<file path="src/sv/rfwd_pkg.sv">
// Shared types and constants for the ray fan wall distance block.
package rfwd_pkg;

  // Sizes
  localparam int MAX_WALLS  = 16;
  localparam int MAX_RAYS   = 32;
  localparam int COORD_BITS = 16;
  localparam int WALL_AW    = $clog2(MAX_WALLS);

  // Fixed-point constants of the sine series (unsigned Q2.30), the quarter turn and the Q1.14 sine limit
  localparam logic [31:0] Q30_ONE     = 32'd1073741824;
  localparam logic [31:0] HALF_PI_Q30 = 32'd1686629713;
  localparam logic [14:0] QUARTER     = 15'd16384;
  localparam logic [16:0] SIN_MAX     = 17'd16384;

  // Reciprocals for the series divides: n/42 = ((n >> 1) * R42) >> 36,
  // n/20 = (n * R20) >> 36, n/6 = (n * R6) >> 34, exact for 32-bit n
  localparam logic [31:0] SIN_RCP_42  = 32'd3272356036;
  localparam logic [31:0] SIN_RCP_20  = 32'hCCCCCCCD;
  localparam logic [31:0] SIN_RCP_6   = 32'hAAAAAAAB;

  // Parallel wall limit on |D|
  localparam logic signed [35:0] PAR_LIMIT = 36'sd4;

  // Divider sizes
  localparam int DIV_NW    = 50;
  localparam int DIV_DW    = 36;
  localparam int DIV_CNT_W = $clog2(DIV_NW);

  // Configuration register indexes
  typedef enum logic [2:0] {
    CFG_MAX_RANGE   = 3'd0,
    CFG_WALLS       = 3'd1,
    CFG_RAY_COUNT   = 3'd2,
    CFG_FIRST_OFS   = 3'd3,
    CFG_RAY_SPACING = 3'd4
  } cfg_reg_t;

  typedef logic signed [COORD_BITS-1:0] coord_t;

  typedef struct packed {
    coord_t sx;
    coord_t sy;
    coord_t ex;
    coord_t ey;
  } wall_t;

  // Divider request and status
  typedef struct packed {
    logic              start;
    logic [DIV_NW-1:0] dividend;
    logic [DIV_DW-1:0] divisor;
  } div_req_t;

  typedef struct packed {
    logic              done;
    logic [DIV_NW-1:0] quotient;
  } div_stat_t;

endpackage

</file>
<file path="src/sv/rfwd_wall_ram.sv">
// Wall table: 16 entries, one write port, one registered read port.
module rfwd_wall_ram (
  input  logic                    clk,
  input  logic                    we,
  input  logic [rfwd_pkg::WALL_AW-1:0] waddr,
  input  rfwd_pkg::wall_t         wdata,
  input  logic                    re,
  input  logic [rfwd_pkg::WALL_AW-1:0] raddr,
  output rfwd_pkg::wall_t         rdata
);
  import rfwd_pkg::*;

  wall_t mem [MAX_WALLS];

  // Write one wall
  always_ff @(posedge clk) begin
    if (we) begin
      mem[waddr] <= wdata;
    end
  end

  // Read one wall, data in the next cycle
  always_ff @(posedge clk) begin
    if (re) begin
      rdata <= mem[raddr];
    end
  end

endmodule

</file>
<file path="config.mk">
export PLATFORM = sky130hd
export DESIGN_NAME = rfwd_wall_ram
export DESIGN_NICKNAME = d
export VERILOG_FILES = /design/src/sv/rfwd_pkg.sv /design/src/sv/rfwd_wall_ram.sv
export SDC_FILE = /design/constraint.sdc
export NUM_CORES = 1
export LEC_CHECK = 0
export BUFFER_PORTS_ARGS = -buffer_cell sky130_fd_sc_hd__buf_4
export CAP_MARGIN = 20
export CELL_PAD_IN_SITES_DETAIL_PLACEMENT = 2
export CELL_PAD_IN_SITES_GLOBAL_PLACEMENT = 2
export CORE_MARGIN = 3
export CORE_UTILIZATION = 40
export DETAILED_ROUTE_END_ITERATION = 10
export MAX_ROUTING_LAYER = met4
export PLACE_DENSITY = 0.69
export SYNTH_ARGS = -nofsm -noshare
export SYNTH_HDL_FRONTEND = slang
export SYNTH_SLANG_ARGS = --single-unit
</file>
<file path="constraint.sdc">
create_clock -name clk -period 8.55 [get_ports clk]
set_clock_uncertainty 0.15 [all_clocks]
set_input_delay 1.2825 -clock clk [delete_from_list [all_inputs] [get_ports clk]]
set_output_delay 1.2825 -clock clk [all_outputs]
set_load 0.02 [all_outputs]
</file>
After elaboration in Yosys (flattened, before gate mapping). Memory sizes are Yosys's and may differ from the RTL's. A register that Yosys moved wholly into a read port is not among the register bits. Index checks and enable logic that the tools add are counted.

Mux-type cells: 2.

Operator list (number): $mux W1 (2).

Bits in registers: 0. Memory bits (writable): 1024. Input bits: 75. Output and inout port bits: 64. Word-level logic and storage cells: 3. Memories: 1.

Memories: mem (words 16, bits a word 64, read ports 1, clocked after Yosys merged registers in 1, wr ports 1, RTL line rfwd_wall_ram.sv:13) `wall_t mem [MAX_WALLS];`.

Longest topological paths before layout.
Depth after elaboration: 2. Depth in mapped cells: 6. Mapped depth without buffers: 3.

Worst setup path before layout. Ideal clock, no wire load.

Path kind: input to register. From: in waddr[2] in the netlist's numbering. To: mem mem[0][0] in the netlist's numbering, enable pin. Library setup time: 0.565 ns. Arrival: 6.146 ns. Required time: 7.835 ns. Setup slack: 1.689 ns. Cell stages on the path: 2. Buffers on the path: 0. Path through: or3b_2 -> nor3_1.

RTL lines: from (decl) (RTL line rfwd_wall_ram.sv:5) `input logic [rfwd_pkg::WALL_AW-1:0] waddr,`; to (decl) (RTL line rfwd_wall_ram.sv:13).

Straight into the memory's write port.

Worst setup path after layout.
From: in waddr[3] in the netlist's numbering. To: mem mem[6][58] in the netlist's numbering, enable pin.

Straight into the memory's write port.

==> results.sh <==
export IMPL_port_buffers=138
export IMPL_critical_path_buf_inv_count=2
export IMPL_dieArea_mm2=0.1044
export IMPL_die_x_um=323.1
export IMPL_cts_buffers=113
export IMPL_avgRoutedWirePerCell_um=36.47
export IMPL_hold_viol_final=0
export IMPL_path_clk_slew_ns=0.06
export IMPL_pwr_share_comb_pct=5.2
export IMPL_slew_headroom_pct=25.99
export IMPL_crit_path_max_fanout=43
export IMPL_synth_nets=1722
export IMPL_async_flop_share_pct=0
export IMPL_clkLatencyLatePin_ns=0.70
export IMPL_yosys_warnings=0
export IMPL_fin_tns_setup_ns=0
export IMPL_powerDensity_mw_per_mm2=245.6
export IMPL_period_share_pct=42.04
export IMPL_num_vias=19026
export IMPL_final_max_slew_viol_count=0
export IMPL_final_nets=1930
export IMPL_syn_to_final_growth_pct=15.35
export IMPL_holdWs_ns=0.6095
export IMPL_synthTopCellsByArea="edfxtp_1, mux4_2, a22oi_1"
export IMPL_grt_start_max_net_pins=130
export IMPL_drive_gt1_share_pct=30.65
export IMPL_hp_class="reg2reg"
export IMPL_cap_violations=0
export IMPL_routed_wirelength_um=118200
export IMPL_crit_chain="buf_4, nand3b_1, nor2_4, buf_4"
export IMPL_path_delay_family="simple AND/OR/NAND/NOR gates"
export IMPL_fp_dieH_um=323.1
export IMPL_fin_crit_ns=3.594
export IMPL_drc=0
export IMPL_clk_path_buf_depth=3
export IMPL_p_switching_mw=2.550
export IMPL_cts_setup_buffers=0
export IMPL_num_rows=115
export IMPL_swShare_pct=22.38
export IMPL_grt_pass1_wl_um=169500
export IMPL_p_int_mw=8.843
export IMPL_netlist_top_cells_count="edfxtp_1, mux4_2, a22oi_1"
export IMPL_leakagePower_nw=14.67
export IMPL_status="finished clean"
export IMPL_root_buffer="clkbuf_16"
export IMPL_rsz0062_at_grt="false"
export IMPL_synth_cell_types=17
export IMPL_synth_area_mm2=0.04022
export IMPL_final_cells=3242
export IMPL_routed_via_density=5.869
export IMPL_p_clk_share_pct=41.6
export IMPL_synth_top_area_share_pct=81.23
export IMPL_yosysMostFrequentCell="edfxtp_1"
export IMPL_synth_area_leader_cell="edfxtp_1"
export IMPL_yosysSeqAreaShare_pct=81.23
export IMPL_hold_buffers=0
export IMPL_fmax_mhz=278.2
export IMPL_synth_edff_count=1088
export IMPL_synth_seq_cells=1088
export IMPL_ctsResizeCount=0
export IMPL_startpoint_type="primary input"
export IMPL_clkSinkCount=1088
export IMPL_ios=139
export IMPL_seqPwrFrac_pct=53.2
export IMPL_vdd_ir_drop_max_uv=146.9
export IMPL_htree_levels=3
export IMPL_hpwl_um=60200
export IMPL_crit_top_cell="buf_4"
export IMPL_drt_iter0_markers=2014
export IMPL_endpoint_kind="flip-flop"
export IMPL_finalWeightedCongestion=0.6975
export IMPL_grt_usage_pct=23.82
export IMPL_grt_overflow_total=0
export IMPL_first_global_vias=21509
export IMPL_critPathKind="in2reg"
export IMPL_crit_arrival_ns=3.74
export IMPL_placed_cells=3025
export IMPL_cp_slowest_cell="nor2_4"
export IMPL_initial_utilization_pct=40.63
export IMPL_worst_pin_slew_ns=1.107
export IMPL_ant_nets=0
export IMPL_synth_ff_type="edfxtp_1"
export IMPL_setup_viol=0
export IMPL_cts_tree="yes"
export IMPL_antenna_found_initial=8
export IMPL_cp_data_required_time_ns=8.69
export IMPL_core_area_mm2=0.09899
export IMPL_syn_inst=1647
export IMPL_avgSynthCellArea_um2=24.42
export IMPL_first_pass_iters=5
export IMPL_cpPeakStageDelay_ns=0.96
[layer usage]
layer	vias up	track usage [%]	part of all wire, %	wire length (µm)
met2	685	39.74	52	61220
li1	7550	-	-	-
met5	-	-	0	0
met4	0	6.553	2.1	2463
met3	165	3.698	5.3	6250
met1	10626	30.63	41	48300
[logic make-up after synthesis]
group	share of synthesized area (%)
simple gates	0.9270
flops	81.23
mux	14.33
compound gates	2.389
buf+inv	1.123
[tightest hold or removal path: stages, from the launching register on]
cell	delay (ns)
edfxtp_1	0.32
mux4_2	0.22
a22oi_1	0.06
nand2_1	0.06
[power groups by stage]
stage,registers (mW),clock network [mW],logic (mW)
2_1_floorplan,6.18,0,0.284
3_3_place_gp,6.16,0,0.553
3_5_place_dp,6.18,0,0.592
4_1_cts,6.07,4.84,0.599
5_1_grt,6.07,5.03,0.631
6_report,6.06,4.74,0.589
[layout make-up]
class,count,area [µm²]
clock inverter,66,461.7
fill,8740,52600
clock buffer,142,2979
tap,1287,1610
sequential,1088,32670
timing repair buffer,177,1421
multi-input combinational,475,7234
antenna,7,17.52
[path summary, 6_finish.rpt]
path                                   from    endpoint  slack, ns  cells past startpoint
worst max-delay path               waddr[3]  mem[6][58]       4.96                      4
worst min-delay path            mem[15][50]   rdata[50]       0.61                      3
worst max register to register  mem[11][18]   rdata[18]       6.75                      3
worst min register to register  mem[15][50]   rdata[50]       0.61                      3
[sequential cells by signal, summed over array words and instances, names as in the netlist]
name	cells
rdata	64
mem	1024
[cell usage in the layout (no fill, tap or decap)]
master      netlist  final
edfxtp_1       1088   1088
mux4_2          256    256
buf_4             6    170
a22oi_1         128    128
clkbuf_16         0    115
nand2_1          65     65
clkinv_1          0     38
clkbuf_1         36     27
clkinv_2          0     15
nor2_4            0     13
diode_2           0      7
bufinv_16         0      5
nor3_2            0      4
buf_12            0      3
nor2b_4           0      2
nand3b_1          2      2
nand2b_1          2      2
inv_6             0      2
clkinv_8          0      2
clkinvlp_4        0      2
buf_8             0      2
buf_16            0      2
and2_4            0      1
nand3_1           1      1
or3b_2            1      1
clkinv_4          0      1
inv_16            0      1
[metrics by stage]
stage               area, µm²  setup slack, ns  total power [mW]  util, %
floorplan               40220            1.689             6.469        -
global placement        42880            4.294             6.709    43.32
detailed placement      42880            4.072             6.768    43.32
CTS                     46320            4.796             11.51    46.79
global route            46400            4.874             11.74    46.87
finish                  46400            4.956             11.39    46.87
No activity file was read; power rests on OpenSTA's default activity.
