`src/sv/rfwd_pkg.sv`:
```
// Shared types and constants for the ray fan wall distance block.
package rfwd_pkg;

  // Sizes
  localparam int MAX_WALLS  = 16;
  localparam int MAX_RAYS   = 32;
  localparam int COORD_BITS = 16;
  localparam int WALL_AW    = $clog2(MAX_WALLS);

  // Fixed-point constants of the sine series (unsigned Q2.30), the quarter turn and the Q1.14 sine limit
  localparam logic [31:0] Q30_ONE     = 32'd1073741824;
  localparam logic [31:0] HALF_PI_Q30 = 32'd1686629713;
  localparam logic [14:0] QUARTER     = 15'd16384;
  localparam logic [16:0] SIN_MAX     = 17'd16384;

  // Reciprocals for the series divides: n/42 = ((n >> 1) * R42) >> 36,
  // n/20 = (n * R20) >> 36, n/6 = (n * R6) >> 34, exact for 32-bit n
  localparam logic [31:0] SIN_RCP_42  = 32'd3272356036;
  localparam logic [31:0] SIN_RCP_20  = 32'hCCCCCCCD;
  localparam logic [31:0] SIN_RCP_6   = 32'hAAAAAAAB;

  // Parallel wall limit on |D|
  localparam logic signed [35:0] PAR_LIMIT = 36'sd4;

  // Divider sizes
  localparam int DIV_NW    = 50;
  localparam int DIV_DW    = 36;
  localparam int DIV_CNT_W = $clog2(DIV_NW);

  // Configuration register indexes
  typedef enum logic [2:0] {
    CFG_MAX_RANGE   = 3'd0,
    CFG_WALLS       = 3'd1,
    CFG_RAY_COUNT   = 3'd2,
    CFG_FIRST_OFS   = 3'd3,
    CFG_RAY_SPACING = 3'd4
  } cfg_reg_t;

  typedef logic signed [COORD_BITS-1:0] coord_t;

  typedef struct packed {
    coord_t sx;
    coord_t sy;
    coord_t ex;
    coord_t ey;
  } wall_t;

  // Divider request and status
  typedef struct packed {
    logic              start;
    logic [DIV_NW-1:0] dividend;
    logic [DIV_DW-1:0] divisor;
  } div_req_t;

  typedef struct packed {
    logic              done;
    logic [DIV_NW-1:0] quotient;
  } div_stat_t;

endpackage

```
`src/sv/rfwd_div.sv`:
```
// Serial restoring divider, one quotient bit per cycle.
module rfwd_div (
  input  logic                clk,
  input  logic                rst,
  input  rfwd_pkg::div_req_t  req,
  output rfwd_pkg::div_stat_t stat
);
  import rfwd_pkg::*;

  logic                 busy;
  logic                 done;
  logic [DIV_CNT_W-1:0] cnt;
  logic [DIV_NW-1:0]    quo;
  logic [DIV_DW-1:0]    rem;
  logic [DIV_DW-1:0]    dvs;
  logic [DIV_DW:0]      rem_sh;
  logic                 fits;

  assign rem_sh = {rem, quo[DIV_NW-1]};
  assign fits   = rem_sh >= {1'b0, dvs};

  // Control
  always_ff @(posedge clk) begin
    if (rst) begin
      busy <= 1'b0;
      done <= 1'b0;
      cnt  <= '0;
    end else if (req.start) begin
      busy <= 1'b1;
      done <= 1'b0;
      cnt  <= '0;
    end else if (busy) begin
      cnt <= cnt + 1'b1;
      if (cnt == DIV_CNT_W'(DIV_NW - 1)) begin
        busy <= 1'b0;
        done <= 1'b1;
      end
    end else begin
      done <= 1'b0;
    end
  end

  // Shift remainder and quotient
  always_ff @(posedge clk) begin
    if (req.start) begin
      quo <= req.dividend;
      rem <= '0;
      dvs <= req.divisor;
    end else if (busy) begin
      if (fits) begin
        rem <= DIV_DW'(rem_sh - {1'b0, dvs});
      end else begin
        rem <= rem_sh[DIV_DW-1:0];
      end
      quo <= {quo[DIV_NW-2:0], fits};
    end
  end

  assign stat.done     = done;
  assign stat.quotient = quo;

endmodule

```
`config.mk`:
```
export PLATFORM = sky130hd
export DESIGN_NAME = rfwd_div
export DESIGN_NICKNAME = d
export VERILOG_FILES = /design/src/sv/rfwd_pkg.sv /design/src/sv/rfwd_div.sv
export SDC_FILE = /design/constraint.sdc
export NUM_CORES = 1
export LEC_CHECK = 0
export BUFFER_PORTS_ARGS = -buffer_cell sky130_fd_sc_hd__buf_4
export CORE_AREA = 2 2 129 131
export CTS_CLUSTER_DIAMETER = 80
export DETAILED_ROUTE_END_ITERATION = 10
export DIE_AREA = 0 0 131 133
export GPL_TIMING_DRIVEN = 0
export PLACE_DENSITY = 0.69
export SLEW_MARGIN = 30
export SYNTH_ARGS = -nofsm -noshare
export SYNTH_HDL_FRONTEND = slang
export SYNTH_SLANG_ARGS = --single-unit
```
`constraint.sdc`:
```
create_clock -name clk -period 3.34 [get_ports clk]
set_input_delay 0.334 -clock clk [delete_from_list [all_inputs] [get_ports clk]]
set_output_delay 0.334 -clock clk [all_outputs]
set_load 0.02 [all_outputs]
```
After elaboration in Yosys (flattened, before gate mapping) --
Cells that the tools add are included.
Storage, ports and cells: output and inout bits 51, register bits after elaboration 130, word-level logic and storage cells 20, bits of input ports 89
Operators by class: reduce and logical (&&, ||, !) cells 3, equality and inequality tests 1, muxes and demuxes 6, bitwise operators 1, add/sub/neg operators 2, magnitude comparators 1
Operator list (count):
- $mux W50 | 2
- $ge A37 B36 Y1 | 1
- $mux W36 | 1
- $sub A36 B36 Y36 | 1
- $add A6 B1 Y6 const B | 1
- $eq A6 B6 Y1 const B | 1
- $mux W1 | 3
- $reduce_or A3 Y1 | 1
- $reduce_bool A2 Y1 | 1
- $reduce_or A2 Y1 | 1
- $not A1 Y1 | 1

Depth between registers and ports, before layout --
Gate-level depths: netlist of run 1.
word-level depth 4, depth in mapped cells 14, gate-level depth less buffers 12

Least setup slack after synthesis of run 1 --
No wires, ideal clock.
kind flip-flop to flip-flop, start register quo[49], end register rem[32], path slack 457 ps, required time 3253 ps, period minus slack after synthesis 2883 ps, arrival time 2796 ps, cell stages (with the launch flop) 13, cells stage by stage edfxtp_1 -> inv_1 -> ha_1 -> fa_1 -> nor2b_1 -> o31ai_1 -> a31oi_1 -> a21oi_1 -> o31a_1 -> o41ai_1 -> a21oi_1 -> xor2_1 -> o31ai_1
On the way: word-level cells in the longest chain between the ends 2
Ends and longest elaborated chain:
- start, declared | line rfwd_div.sv:13 | logic [DIV_NW-1:0] quo;
- start signal, assigned | line rfwd_div.sv:46 | quo <= req.dividend;
- start signal, assigned | line rfwd_div.sv:55 | quo <= {quo[DIV_NW-2:0], fits};
- $sub A36 B36 Y36 / $ge A37 B36 Y1 (equally long branches) | line rfwd_div.sv:51, rfwd_div.sv:20
- $mux W36 (*) | line rfwd_div.sv:50 | if (fits) begin
- end signal, assigned | line rfwd_div.sv:51 | rem <= DIV_DW'(rem_sh - {1'b0, dvs});
- end signal, assigned | line rfwd_div.sv:53 | rem <= rem_sh[DIV_DW-1:0];
- end, declared | line rfwd_div.sv:14 | logic [DIV_DW-1:0] rem;
Mark *: on every way between the ends. The rest lies on a longest branch, timed or not. A chain may end at the register's enable or synchronous reset.

Worst setup path in the final report of run 1 --
Same ends and word-level chain as after synthesis.

==> summary.md, run 1 <==
| Metric | Value |
|---|---|
| All-Layer GR Usage | 20.55% |
| Bufs on Longest Clock Path | 2 |
| CP required | 3.66 ns |
| Die Span Y | 133 um |
| Hold Fails Final Rpt | 0 |
| Main combinational cell family by area after synthesis | compound AO/OA/AOI/OAI gates |
| Pwr/cell area | 550.4 nW/um^2 |
| Antenna diodes | 0 |
| Nature of the critical path startpoint | register |
| Average cell area after synthesis | 10.51 sq um |
| DR vias | 5,599 |
| Remaining antenna violation count | 0 |
| Port bufs | 139 |
| Synth Area in Adders | 6.944% |
| Worst Hold Slack | 0.07929 ns |
| Simple-gate share of the synthesized area | 9.907% |
| Status | completed |
| RSZ-0062 raised after global routing | false |
| Switching Power | 0.001477 W |
| Critical path's top delay family | compound AO/OA/AOI/OAI gates |
| First-pass GRT wire length | 27.77 mm |
| Post-Syn Nets | 807 |
| Fillers | 1,447 |
| Die area | 17,420 sq um |
| Worst EP arrival | 3.47 ns |
| Cell Int Power | 0.003516 W |
| Max Fclk | 317.8 MHz |
| Area grow syn2layout | 27.13% |
| Vias in the first global route | 5,591 |
| Count of synthesis-stage warnings from yosys | 0 |
| Worst min path class | in2reg |
| Peak supply drop | 0.3979 mV |
| Setup-failing EPs final | 0 |
| Vias/cell | 5.228 |
| Htree depth | 4 |
| Ys async rst share | 0% |
| Worst skew pair latency | 0.42 ns |
| Starting DRC count in detailed routing | 433 |
| Layout cells sized above 1 | 29.14% |
| Core area | 16,170 sq um |
| Area of the mapped netlist | 7136 sq um |
| Nets | 966 |
| Mux contribution to synthesized area | 9.837% |
| Largest stage delay, worst path | 0.48 ns |
| Sequential-to-total area share from yosys stat | 48.54% |
| Post-synth EDFFs | 86 |
| Synth unique cells | 56 |
| DRC | 0 |
| Clock skew | 0.01143 ns |
| Synth Area in Compound Gates | 15.69% |
| XOR/XNOR Fraction of Synth Area | 4.296% |
| Setup Crit Path Kind | reg2reg |
| Top_reg_cell synth | edfxtp_1 |
| Count of pins over their slew limit | 0 |
| Placed cell area | 8457 sq um |
| Gpl congestion | 0.9005 |
| Initial antenna violation count | 0 |
| DP Wirelength | 12.45 mm |
| Crit-path slowest cell | edfxtp_1 |
| GRT Residual Overflow | 0 |
| Gate Count Post-Synth | 679 |
| Logic pwr share | 24.1% |
| Clk network pwr share | 36.3% |
| CP Buf/Inv Count | 1 |
| Area taken by multi-input logic gates | 3368 sq um |
| Initial Util | 44.12% |
| Register bit total from synthesis | 130 |
| Reg power frac | 39.5% |
| Worst path cell trace | inv_1 > ha_1 > fa_1 > nor2b_2 > o31ai_1 > a31oi_2 > a21oi_2 > o31a_1 > o41ai_2 > a21oi_1 > xor2_1 > o31ai_2 |
| MaxCap Viol Count | 0 |
| Max-slew headroom | 55.77% |
| Routed wire length | 17.17 mm |
| Routed WL per cell | 16.03 um |
| Clk Tree Root Cell | clkbuf_16 |
| Reg area | 3463 sq um |
| Final period utilization | 94.22% |
| Die width | 131 um |
| TritonRoute pass-1 iters | 5 |
| Final Cell Area | 9071 sq um |
| Sw Share | 29.58% |
| Min Tclk post-route | 3.147 ns |
| FP Rows | 47 |
| Reg clk slew, reported paths | 0.06 ns |
| Clock sinks | 130 |
| CTS Buf Count | 17 |
| Setup crit end kind | register |
| Pleak | 3.805 nW |
| Maximum fanout along the worst path | 6 |
| I/O Pins | 140 |
| Largest net degree at the start of global routing | 52 |
| CTS tree | built |
| Worst Tran Pin Value | 0.6634 ns |
-- sequential cells by signal, indices dropped and copies added, names as in the netlist --
signal	count
dvs	36
busy	1
done	1
rem	36
cnt	6
quo	50
-- cell usage after synthesis, drive strengths merged, types with 2 or more instances --
cell type / number / area, sq um
edfxtp: 86 / 2582
nor2: 70 / 262.8
a21oi: 60 / 304.0
inv: 54 / 202.7
mux2: 49 / 551.8
dfxtp: 44 / 880.8
ha: 38 / 475.5
a211oi: 37 / 287.8
nand2: 33 / 126.4
o21ai: 25 / 125.1
xnor2: 22 / 192.7
buf: 15 / 82.57
clkbuf: 15 / 56.30
mux2i: 15 / 150.1
xor2: 13 / 113.9
nand4: 11 / 68.82
o21bai: 10 / 75.07
nor3: 8 / 40.04
a21o: 7 / 52.55
nand3: 7 / 40.04
a31oi: 6 / 37.54
nand2b: 6 / 37.54
nor4: 5 / 37.53
and3: 4 / 25.02
nor2b: 4 / 25.02
o211a: 4 / 40.04
o31ai: 4 / 30.03
o21a: 3 / 22.52
o31a: 3 / 26.28
and2: 2 / 12.51
o211ai: 2 / 15.01
or2: 2 / 12.51
-- power by group through the flow --
stage / clock [W] / sequential, W / combinational [W]
2_1_floorplan: 0 / 0.00206 / 0.000743
3_3_place_gp: 0 / 0.00200 / 0.00118
3_5_place_dp: 0 / 0.00200 / 0.00119
4_1_cts: 0.00185 / 0.00197 / 0.00120
5_1_grt: 0.00192 / 0.00199 / 0.00133
6_report: 0.00181 / 0.00197 / 0.00121
-- per-layer routing --
layer,vias to the layer above,GRT usage (%),wire [um]
li1,2799,-,-
met1,2635,27.10,7808
met2,153,32.01,7819
met3,12,7.885,1410
met4,0,4.728,129
met5,-,0,0
-- layout make-up --
class | count | area share (%)
buffer | 30 | 1.531
clock buffer | 20 | 4.814
clock inverter | 12 | 1.462
inverter | 54 | 2.262
multi-input combinational | 465 | 37.13
sequential | 130 | 38.18
tap | 220 | 3.034
timing repair buffer | 140 | 11.59
-- final timing paths --
check	start	to	slack [ns]	depth (start not counted)
setup reg to reg	quo[49]	rem[32]	0.19	12
hold / removal	rst	busy	0.08	2
setup / recovery	quo[49]	rem[32]	0.19	12
hold reg to reg	done	done	0.47	2
-- what timing repair did --
item	in CTS	in global routing
pin swaps	0	1
setup buffers	0	1
resized for setup	2	5
hold buffers	0	0
endpoints found under the hold margin	0	0
setup endpoints to repair	1	22
-- cell usage in the layout (no fill, tap or decap), drive strengths merged, types with 7 or more instances in the layout --
cell type	Yosys	final
buf	15	155
edfxtp	86	86
o21bai	10	10
ha	38	38
nand4	11	11
mux2i	15	15
mux2	49	49
a21oi	60	60
clkbuf	15	35
xor2	13	13
o21ai	25	25
nand3	7	7
xnor2	22	22
dfxtp	44	44
a211oi	37	37
a21o	7	7
nor2	70	70
inv	54	56
nand2	33	33
nor3	8	8
-- through the flow --
step,instances,utilization [%],power (W),setup TNS [ns],worst slack (ns)
6_report,1071,56.09,0.004993,0,0.1931
5_1_grt,1071,56.09,0.005244,0,0.001658
4_1_cts,1070,55.88,0.005025,0,0.01875
3_5_place_dp,1038,52.29,0.003192,-0.1065,-0.1065
3_3_place_gp,1038,52.28,0.003182,-2.515,-0.09451
2_1_floorplan,679,-,0.002806,0,0.4574
-- cell families (layout without fill, tap and decap cells) --
kind of cell	count (synthesis)	after routing
mux	64	64
fa+ha+maj	39	39
flops	130	130
compound gates	173	173
xor+xnor	35	35
buf+inv	84	256
simple gates	154	154
(Power assumes the default switching activity.)
==> inputs of run 2 (changes only) <==
--- a/config.mk
+++ b/config.mk
@@ -7,11 +7,12 @@
 export LEC_CHECK = 0
 export BUFFER_PORTS_ARGS = -buffer_cell sky130_fd_sc_hd__buf_4
 export CORE_AREA = 2 2 129 131
+export CTS_BUF_LIST = sky130_fd_sc_hd__clkbuf_8
 export CTS_CLUSTER_DIAMETER = 80
 export DETAILED_ROUTE_END_ITERATION = 10
 export DIE_AREA = 0 0 131 133
-export GPL_TIMING_DRIVEN = 0
 export PLACE_DENSITY = 0.69
+export SETUP_SLACK_MARGIN = 0.3
 export SLEW_MARGIN = 30
 export SYNTH_ARGS = -nofsm -noshare
 export SYNTH_HDL_FRONTEND = slang
==> run 2 against run 1 <==
- clock-buffer cell count shrank 3
- critical path type unchanged
- sequential share of layout area rose by 0.36 points
- hold slack got worse by 0.038 ns
- design area down 0.91%
- die area unchanged
- cell count fell by 2.1%
- highest routed layer unchanged
- largest power group unchanged
- register-to-register slack gained 0.26 ns
- via count fell by 2.6%
==> summary.md, run 2 (synthesis gave the netlist of run 1 again) <==
| Metric | Value |
|---|---|
| Reg clk slew, reported paths | 0.08 ns (was 0.06 ns) |
| FF-to-FF End | rem[8] (was rem[32]) |
| R2R cell count | 11 (was 12) |
| Setup Crit Path Kind | reg2reg (unchanged) |
| Worst Setup Slack, final | 0.4488 ns (was 0.1931 ns) |
| Final period utilization | 86.56% (was 94.22%) |
| Hold Fails Final Rpt | 0 (unchanged) |
| CTS Buf Count | 17 (unchanged) |
| Max-slew headroom | 56.95% (was 55.77%) |
| I/O Pins | 140 (unchanged) |
| FF-to-FF Start | dvs[23] (was quo[49]) |
| Most common cell after layout, fill and taps aside | buf_4 (unchanged) |
| Die area | 17,420 sq um (unchanged) |
| Nets | 945 (was 966) |
| Sw Share | 31.58% (was 29.58%) |
| Die Span Y | 133 um (unchanged) |
| Flop2flop setup slack | 0.45 ns (was 0.19 ns) |
| Post-layout util | 55.58% (was 56.09%) |
| Worst skew pair latency | 0.44 ns (was 0.42 ns) |
| Initial antenna violation count | 0 (unchanged) |
| RSZ-0062 raised after global routing | true (was false) |
| Worst Tran Pin Value | 0.6457 ns (was 0.6634 ns) |
| GRT Residual Overflow | 0 (unchanged) |
| CP startpoint | dvs[23] (was quo[49]) |
| Clock sinks | 130 (unchanged) |
| Area taken by multi-input logic gates | 3508 sq um (was 3368 sq um) |
| Remaining antenna violation count | 0 (unchanged) |
| Peak supply drop | 0.2743 mV (was 0.3979 mV) |
| CTS tree | built (unchanged) |
| CTS Hold Bufs | 0 (unchanged) |
| Most flop-heavy register | quo (unchanged) |
| Setup_tns | 0 ns (unchanged) |
| Worst min path class | in2reg (unchanged) |
| Most frequent cells in the layout | 146 x buf_4, 86 x edfxtp_1, 70 x nor2_1 (was 142 x buf_4, 86 x edfxtp_1, 70 x nor2_1) |
| Largest registers | quo x50, dvs x36, rem x36 (unchanged) |
| Largest net degree at the start of global routing | 50 (was 52) |
| Bufs on Longest Clock Path | 2 (unchanged) |
| Antenna diodes | 0 (unchanged) |
| Fillers | 1,466 (was 1,447) |
| Starting DRC count in detailed routing | 475 (was 433) |
| DP Wirelength | 11.46 mm (was 12.45 mm) |
| Clk network pwr share | 29.8% (was 36.3%) |
| Maximum fanout along the worst path | 36 (was 6) |
| Setup-failing EPs final | 0 (unchanged) |
| Pleak | 3.703 nW (was 3.805 nW) |
| Layout cells sized above 1 | 31.97% (was 29.14%) |
| Cell Int Power | 0.003118 W (was 0.003516 W) |
| Core area | 16,170 sq um (unchanged) |
| Switching Power | 0.001439 W (was 0.001477 W) |
| Port bufs | 139 (unchanged) |
| Routed wire length | 16.28 mm (was 17.17 mm) |
| All-Layer GR Usage | 19.45% (was 20.55%) |
| CP required | 3.71 ns (was 3.66 ns) |
| Vias in the first global route | 5,447 (was 5,591) |
| TritonRoute pass-1 iters | 4 (was 5) |
| Htree depth | 4 (unchanged) |
| FP Rows | 47 (unchanged) |
| Reg power frac | 43.5% (was 39.5%) |
| Logic pwr share | 26.7% (was 24.1%) |
| Clk Tree Root Cell | clkbuf_8 (was clkbuf_16) |
| DRC | 0 (unchanged) |
| Max reg flops | 50 (unchanged) |
| Max Fclk | 345.9 MHz (was 317.8 MHz) |
| First-pass GRT wire length | 26.65 mm (was 27.77 mm) |
| Gpl congestion | 0.8999 (was 0.9005) |
| Vias/cell | 5.199 (was 5.228) |
| MaxCap Viol Count | 0 (unchanged) |
| Dpl ws | 0.1947 ns (was -0.1065 ns) |
| Status | completed (unchanged) |
| Initial Util | 44.12% (unchanged) |
| Worst EP arrival | 3.26 ns (was 3.47 ns) |
| Routed WL per cell | 15.52 um (was 16.03 um) |
| Setup crit end kind | register (unchanged) |
| DR vias | 5,454 (was 5,599) |
| Clock skew | 0.01361 ns (was 0.01143 ns) |
| Pwr/cell area | 507.0 nW/um^2 (was 550.4 nW/um^2) |
| Crit path to | rem[8] (was rem[32]) |
| Min Tclk post-route | 2.891 ns (was 3.147 ns) |
| Count of pins over their slew limit | 0 (unchanged) |
| Nature of the critical path startpoint | register (unchanged) |
| Reg area | 3465 sq um (was 3463 sq um) |
| Area grow syn2layout | 25.97% (was 27.13%) |
| Die width | 131 um (unchanged) |
-- run 2: layout make-up --
| type | instances | area share (%) |
|---|---|---|
| repair buffers | 149 | 12.76 |
| inverters | 54 | 2.255 |
| multi-input cells | 465 | 39.03 |
| well taps | 220 | 3.062 |
| clock inverters | 14 | 1.740 |
| clock buffers | 17 | 2.603 |
| flip-flops and latches | 130 | 38.54 |
-- run 2: metal layers --
layer / part of all wire [%] / vias up / track usage, %
li1: - / 2763 / -
met1: 46 / 2530 / 25.86
met2: 46 / 147 / 29.91
met3: 7.6 / 14 / 7.076
met4: 0.98 / 0 / 5.378
met5: 0 / - / 0
-- run 2: critical path, stage by stage (launching register included) --
cell and delay, ns:
edfxtp_1 0.33, inv_1 0.04, ha_2 0.37, nand4_1 0.17, a31oi_2 0.22, a211oi_2 0.09, nor3b_2 0.29, a21oi_2 0.13
o41a_2 0.49, buf_12 0.19, o31a_1 0.31, a211oi_2 0.20
-- run 2: power groups by stage --
stage	combinational [W]	clock, W	sequential, W
after CTS	0.00117	0.00140	0.00198
after global routing	0.00134	0.00147	0.00201
final	0.00122	0.00136	0.00198
after floorplan	0.000743	0	0.00206
after global placement	0.00115	0	0.00201
after detailed placement	0.00116	0	0.00201
-- run 2: worst min path at each step --
stage	start	end	slack, ns	depth (start not counted)
6_report	rst	busy	0.04	2
5_1_grt	req[2]	dvs[2]	0.02	1
3_5_place_dp	done	done	0.45	2
3_3_place_gp	done	done	0.45	2
2_1_floorplan	rst	busy	0.41	1
4_1_cts	rst	busy	0.009	2
-- run 2: through the flow --
stage / instance area (sq um) / power [W] / hold WS, ns / instances
6_report: 8989 / 0.004557 / 0.04083 / 1049
3_3_place_gp: 8403 / 0.003160 / 0.4493 / 1016
3_5_place_dp: 8403 / 0.003168 / 0.4535 / 1016
5_1_grt: 8989 / 0.004815 / 0.01639 / 1049
4_1_cts: 8797 / 0.004540 / 0.008854 / 1047
2_1_floorplan: 7136 / 0.002806 / 0.4064 / 679
-- run 2: what timing repair did --
action / CTS / global route
setup endpoints to repair: 4 / 36
resized for setup: 1 / 31
pin swaps: 1 / 5
setup buffers: 0 / 2
==> inputs of run 3 (changes only) <==
--- a/config.mk
+++ b/config.mk
@@ -6,14 +6,15 @@
 export NUM_CORES = 1
 export LEC_CHECK = 0
 export BUFFER_PORTS_ARGS = -buffer_cell sky130_fd_sc_hd__buf_4
+export CELL_PAD_IN_SITES_DETAIL_PLACEMENT = 1
+export CELL_PAD_IN_SITES_GLOBAL_PLACEMENT = 1
 export CORE_AREA = 2 2 129 131
 export CTS_BUF_LIST = sky130_fd_sc_hd__clkbuf_8
 export CTS_CLUSTER_DIAMETER = 80
 export DETAILED_ROUTE_END_ITERATION = 10
 export DIE_AREA = 0 0 131 133
-export PLACE_DENSITY = 0.69
+export PLACE_DENSITY = 0.85
 export SETUP_SLACK_MARGIN = 0.3
-export SLEW_MARGIN = 30
 export SYNTH_ARGS = -nofsm -noshare
 export SYNTH_HDL_FRONTEND = slang
 export SYNTH_SLANG_ARGS = --single-unit
==> run 3 against run 2 <==
- core utilization up 0.25 points
- maximum frequency about the same
- via count up 5.7%
- clock-buffer cell count unchanged
- worst setup slack worse by 0.0025 ns
- global-route usage up 4.2 points
- sequential cell count unchanged
- register-to-register slack about the same
- largest cell class is now registers
==> summary.md, run 3 (synthesis gave the netlist of run 1 again) <==
| Metric | Value |
|---|---|
| Status | completed (unchanged) |
| CTS tree | built (unchanged) |
| Hold_sp | rst (unchanged) |
| First-pass GRT wire length | 31.68 mm (was 26.65 mm) |
| Largest registers | quo x50, dvs x36, rem x36 (unchanged) |
| Max-slew headroom | 38.04% (was 56.95%) |
| Max reg flops | 50 (unchanged) |
| Worst skew pair latency | 0.45 ns (was 0.44 ns) |
| Cell Int Power | 0.003133 W (was 0.003118 W) |
| Reg power frac | 42.9% (was 43.5%) |
| Setup-failing EPs final | 0 (unchanged) |
| Count of pins over their slew limit | 0 (unchanged) |
| All-Layer GR Usage | 23.67% (was 19.45%) |
| Reg clk slew, reported paths | 0.09 ns (was 0.08 ns) |
| Largest net degree at the start of global routing | 122 (was 50) |
| Initial Util | 44.12% (unchanged) |
| Clock sinks | 130 (unchanged) |
| Core area | 16,170 sq um (unchanged) |
| RSZ-0062 raised after global routing | false (was true) |
| Total power draw | 0.004616 W (was 0.004557 W) |
| Min Tclk post-route | 2.894 ns (was 2.891 ns) |
| CP startpoint | quo[49] (was dvs[23]) |
| Worst min path class | in2reg (unchanged) |
| Starting DRC count in detailed routing | 260 (was 475) |
| Initial antenna violation count | 0 (unchanged) |
| Bufs on Longest Clock Path | 2 (unchanged) |
| Clock skew | 0.01845 ns (was 0.01361 ns) |
| Worst EP arrival | 3.25 ns (was 3.26 ns) |
| CTS Buf Count | 17 (unchanged) |
| Logic pwr share | 28.7% (was 26.7%) |
| Worst Hold Slack | 0.04293 ns (was 0.04083 ns) |
| Setup_tns | 0 ns (unchanged) |
| Final Cell Area | 9029 sq um (was 8989 sq um) |
| Clk Tree Root Cell | clkbuf_8 (unchanged) |
| GRT Residual Overflow | 0 (unchanged) |
| Port bufs | 139 (unchanged) |
| CP Buf/Inv Count | 1 (was 2) |
| FF-to-FF Start | quo[49] (was dvs[23]) |
| Die area | 17,420 sq um (unchanged) |
| Routed wire length | 20.27 mm (was 16.28 mm) |
| Most frequent cells in the layout | 157 x buf_4, 86 x edfxtp_1, 70 x nor2_1 (was 146 x buf_4, 86 x edfxtp_1, 70 x nor2_1) |
| Pleak | 3.762 nW (was 3.703 nW) |
| Area grow syn2layout | 26.53% (was 25.97%) |
| Routed WL per cell | 19.08 um (was 15.52 um) |
| FP Rows | 47 (unchanged) |
| Critical path's top delay family | compound AO/OA/AOI/OAI gates (unchanged) |
| Placed cell area | 8453 sq um (was 8403 sq um) |
| Vias in the first global route | 6,107 (was 5,447) |
| Die width | 131 um (unchanged) |
| Pwr/cell area | 511.3 nW/um^2 (was 507.0 nW/um^2) |
| Hold Fails Final Rpt | 0 (unchanged) |
| Die Span Y | 133 um (unchanged) |
| Htree depth | 4 (unchanged) |
| Final period utilization | 86.64% (was 86.56%) |
| Worst path cell trace | inv_1 > ha_2 > fa_2 > nor2b_4 > o31ai_2 > a31oi_2 > a21oi_2 > o31a_1 > o41ai_2 > a21oi_1 > xor2_1 > o31ai_1 (was inv_1 > ha_2 > nand4_1 > a31oi_2 > a211oi_2 > nor3b_2 > a21oi_2 > o41a_2 > buf_12 > o31a_1 > a211oi_2) |
| Gpl congestion | 0.8608 (was 0.8999) |
| Most common cell after layout, fill and taps aside | buf_4 (unchanged) |
| I/O Pins | 140 (unchanged) |
| Nets | 957 (was 945) |
| CP required | 3.69 ns (was 3.71 ns) |
| DP Wirelength | 14.63 mm (was 11.46 mm) |
| Crit-path slowest cell | fa_2 (was o41a_2) |
| Antenna diodes | 0 (unchanged) |
| Sw Share | 32.12% (was 31.58%) |
| TritonRoute pass-1 iters | 5 (was 4) |
| Clk network pwr share | 28.5% (was 29.8%) |
| Largest stage delay, worst path | 0.42 ns (was 0.49 ns) |
| Layout cells sized above 1 | 32.19% (was 31.97%) |
| Worst Tran Pin Value | 0.9281 ns (was 0.6457 ns) |
| Vias/cell | 5.427 (was 5.199) |
| DRC | 0 (unchanged) |
| Maximum fanout along the worst path | 6 (was 36) |
| MaxCap Viol Count | 0 (unchanged) |
| DR vias | 5,763 (was 5,454) |
| Max Fclk | 345.6 MHz (was 345.9 MHz) |
| Peak supply drop | 0.3761 mV (was 0.2743 mV) |
| Remaining antenna violation count | 0 (unchanged) |
| Most flop-heavy register | quo (unchanged) |
| Nature of the critical path startpoint | register (unchanged) |
| Switching Power | 0.001483 W (was 0.001439 W) |
| Setup Crit Path Kind | reg2reg (unchanged) |
| Setup crit end kind | register (unchanged) |
[run 3: cell count changes in the layout (fill, tap and decap cells not counted), sizes merged]
cell      change
inv           -2
clkinvlp      +1
clkinv        +2
buf          +12
[run 3: path summary, 6_finish.rpt]
check / to / slack (ns) / cells past startpoint
worst min-delay path: busy / 0.04 / 2
worst min register to register: done / 0.47 / 2
worst max-delay path: rem[32] / 0.45 / 12
worst max register to register: rem[32] / 0.45 / 12
[run 3: layout make-up]
class | instances | area, sq um
clock buffers | 17 | 234.0
multi-input cells | 465 | 3451
inverters | 54 | 202.7
well taps | 220 | 275.3
repair buffers | 161 | 1259
flip-flops and latches | 130 | 3465
fillers | 1783 | 7143
clock inverters | 15 | 142.6
[run 3: per-stage QoR]
| stage | instances | util (%) | setup slack [ns] |
|---|---|---|---|
| after global placement | 1021 | 52.27 | 0.3060 |
| final | 1062 | 55.83 | 0.4463 |
| after floorplan | 679 | - | 0.4574 |
| after detailed placement | 1021 | 52.27 | 0.1595 |
| after CTS | 1053 | 54.74 | 0.3000 |
| after global routing | 1062 | 55.83 | 0.2892 |
[run 3: what timing repair did]
action / 4_1_cts / 5_1_grt
pin swaps: 1 / 13
endpoints found under the setup margin: 26 / 32
resized for setup: 6 / 19
buffers inserted: 0 / 9
hold buffers: 0 / 0
[run 3: metal layers]
metal	share of wire (%)	vias to the layer above	GRT usage [%]
met5	0	-	0
met4	1.8	0	6.619
met3	7.3	29	9.341
met2	51	159	40.64
met1	40	2800	27.15
li1	-	2775	-
[run 3: power groups by stage]
stage          clock [W]  sequential, W  combinational (W)
5_1_grt          0.00141        0.00200            0.00144
4_1_cts          0.00135        0.00198            0.00126
6_report         0.00131        0.00198            0.00132
3_3_place_gp           0        0.00200            0.00120
2_1_floorplan          0        0.00206           0.000743
3_5_place_dp           0        0.00201            0.00124
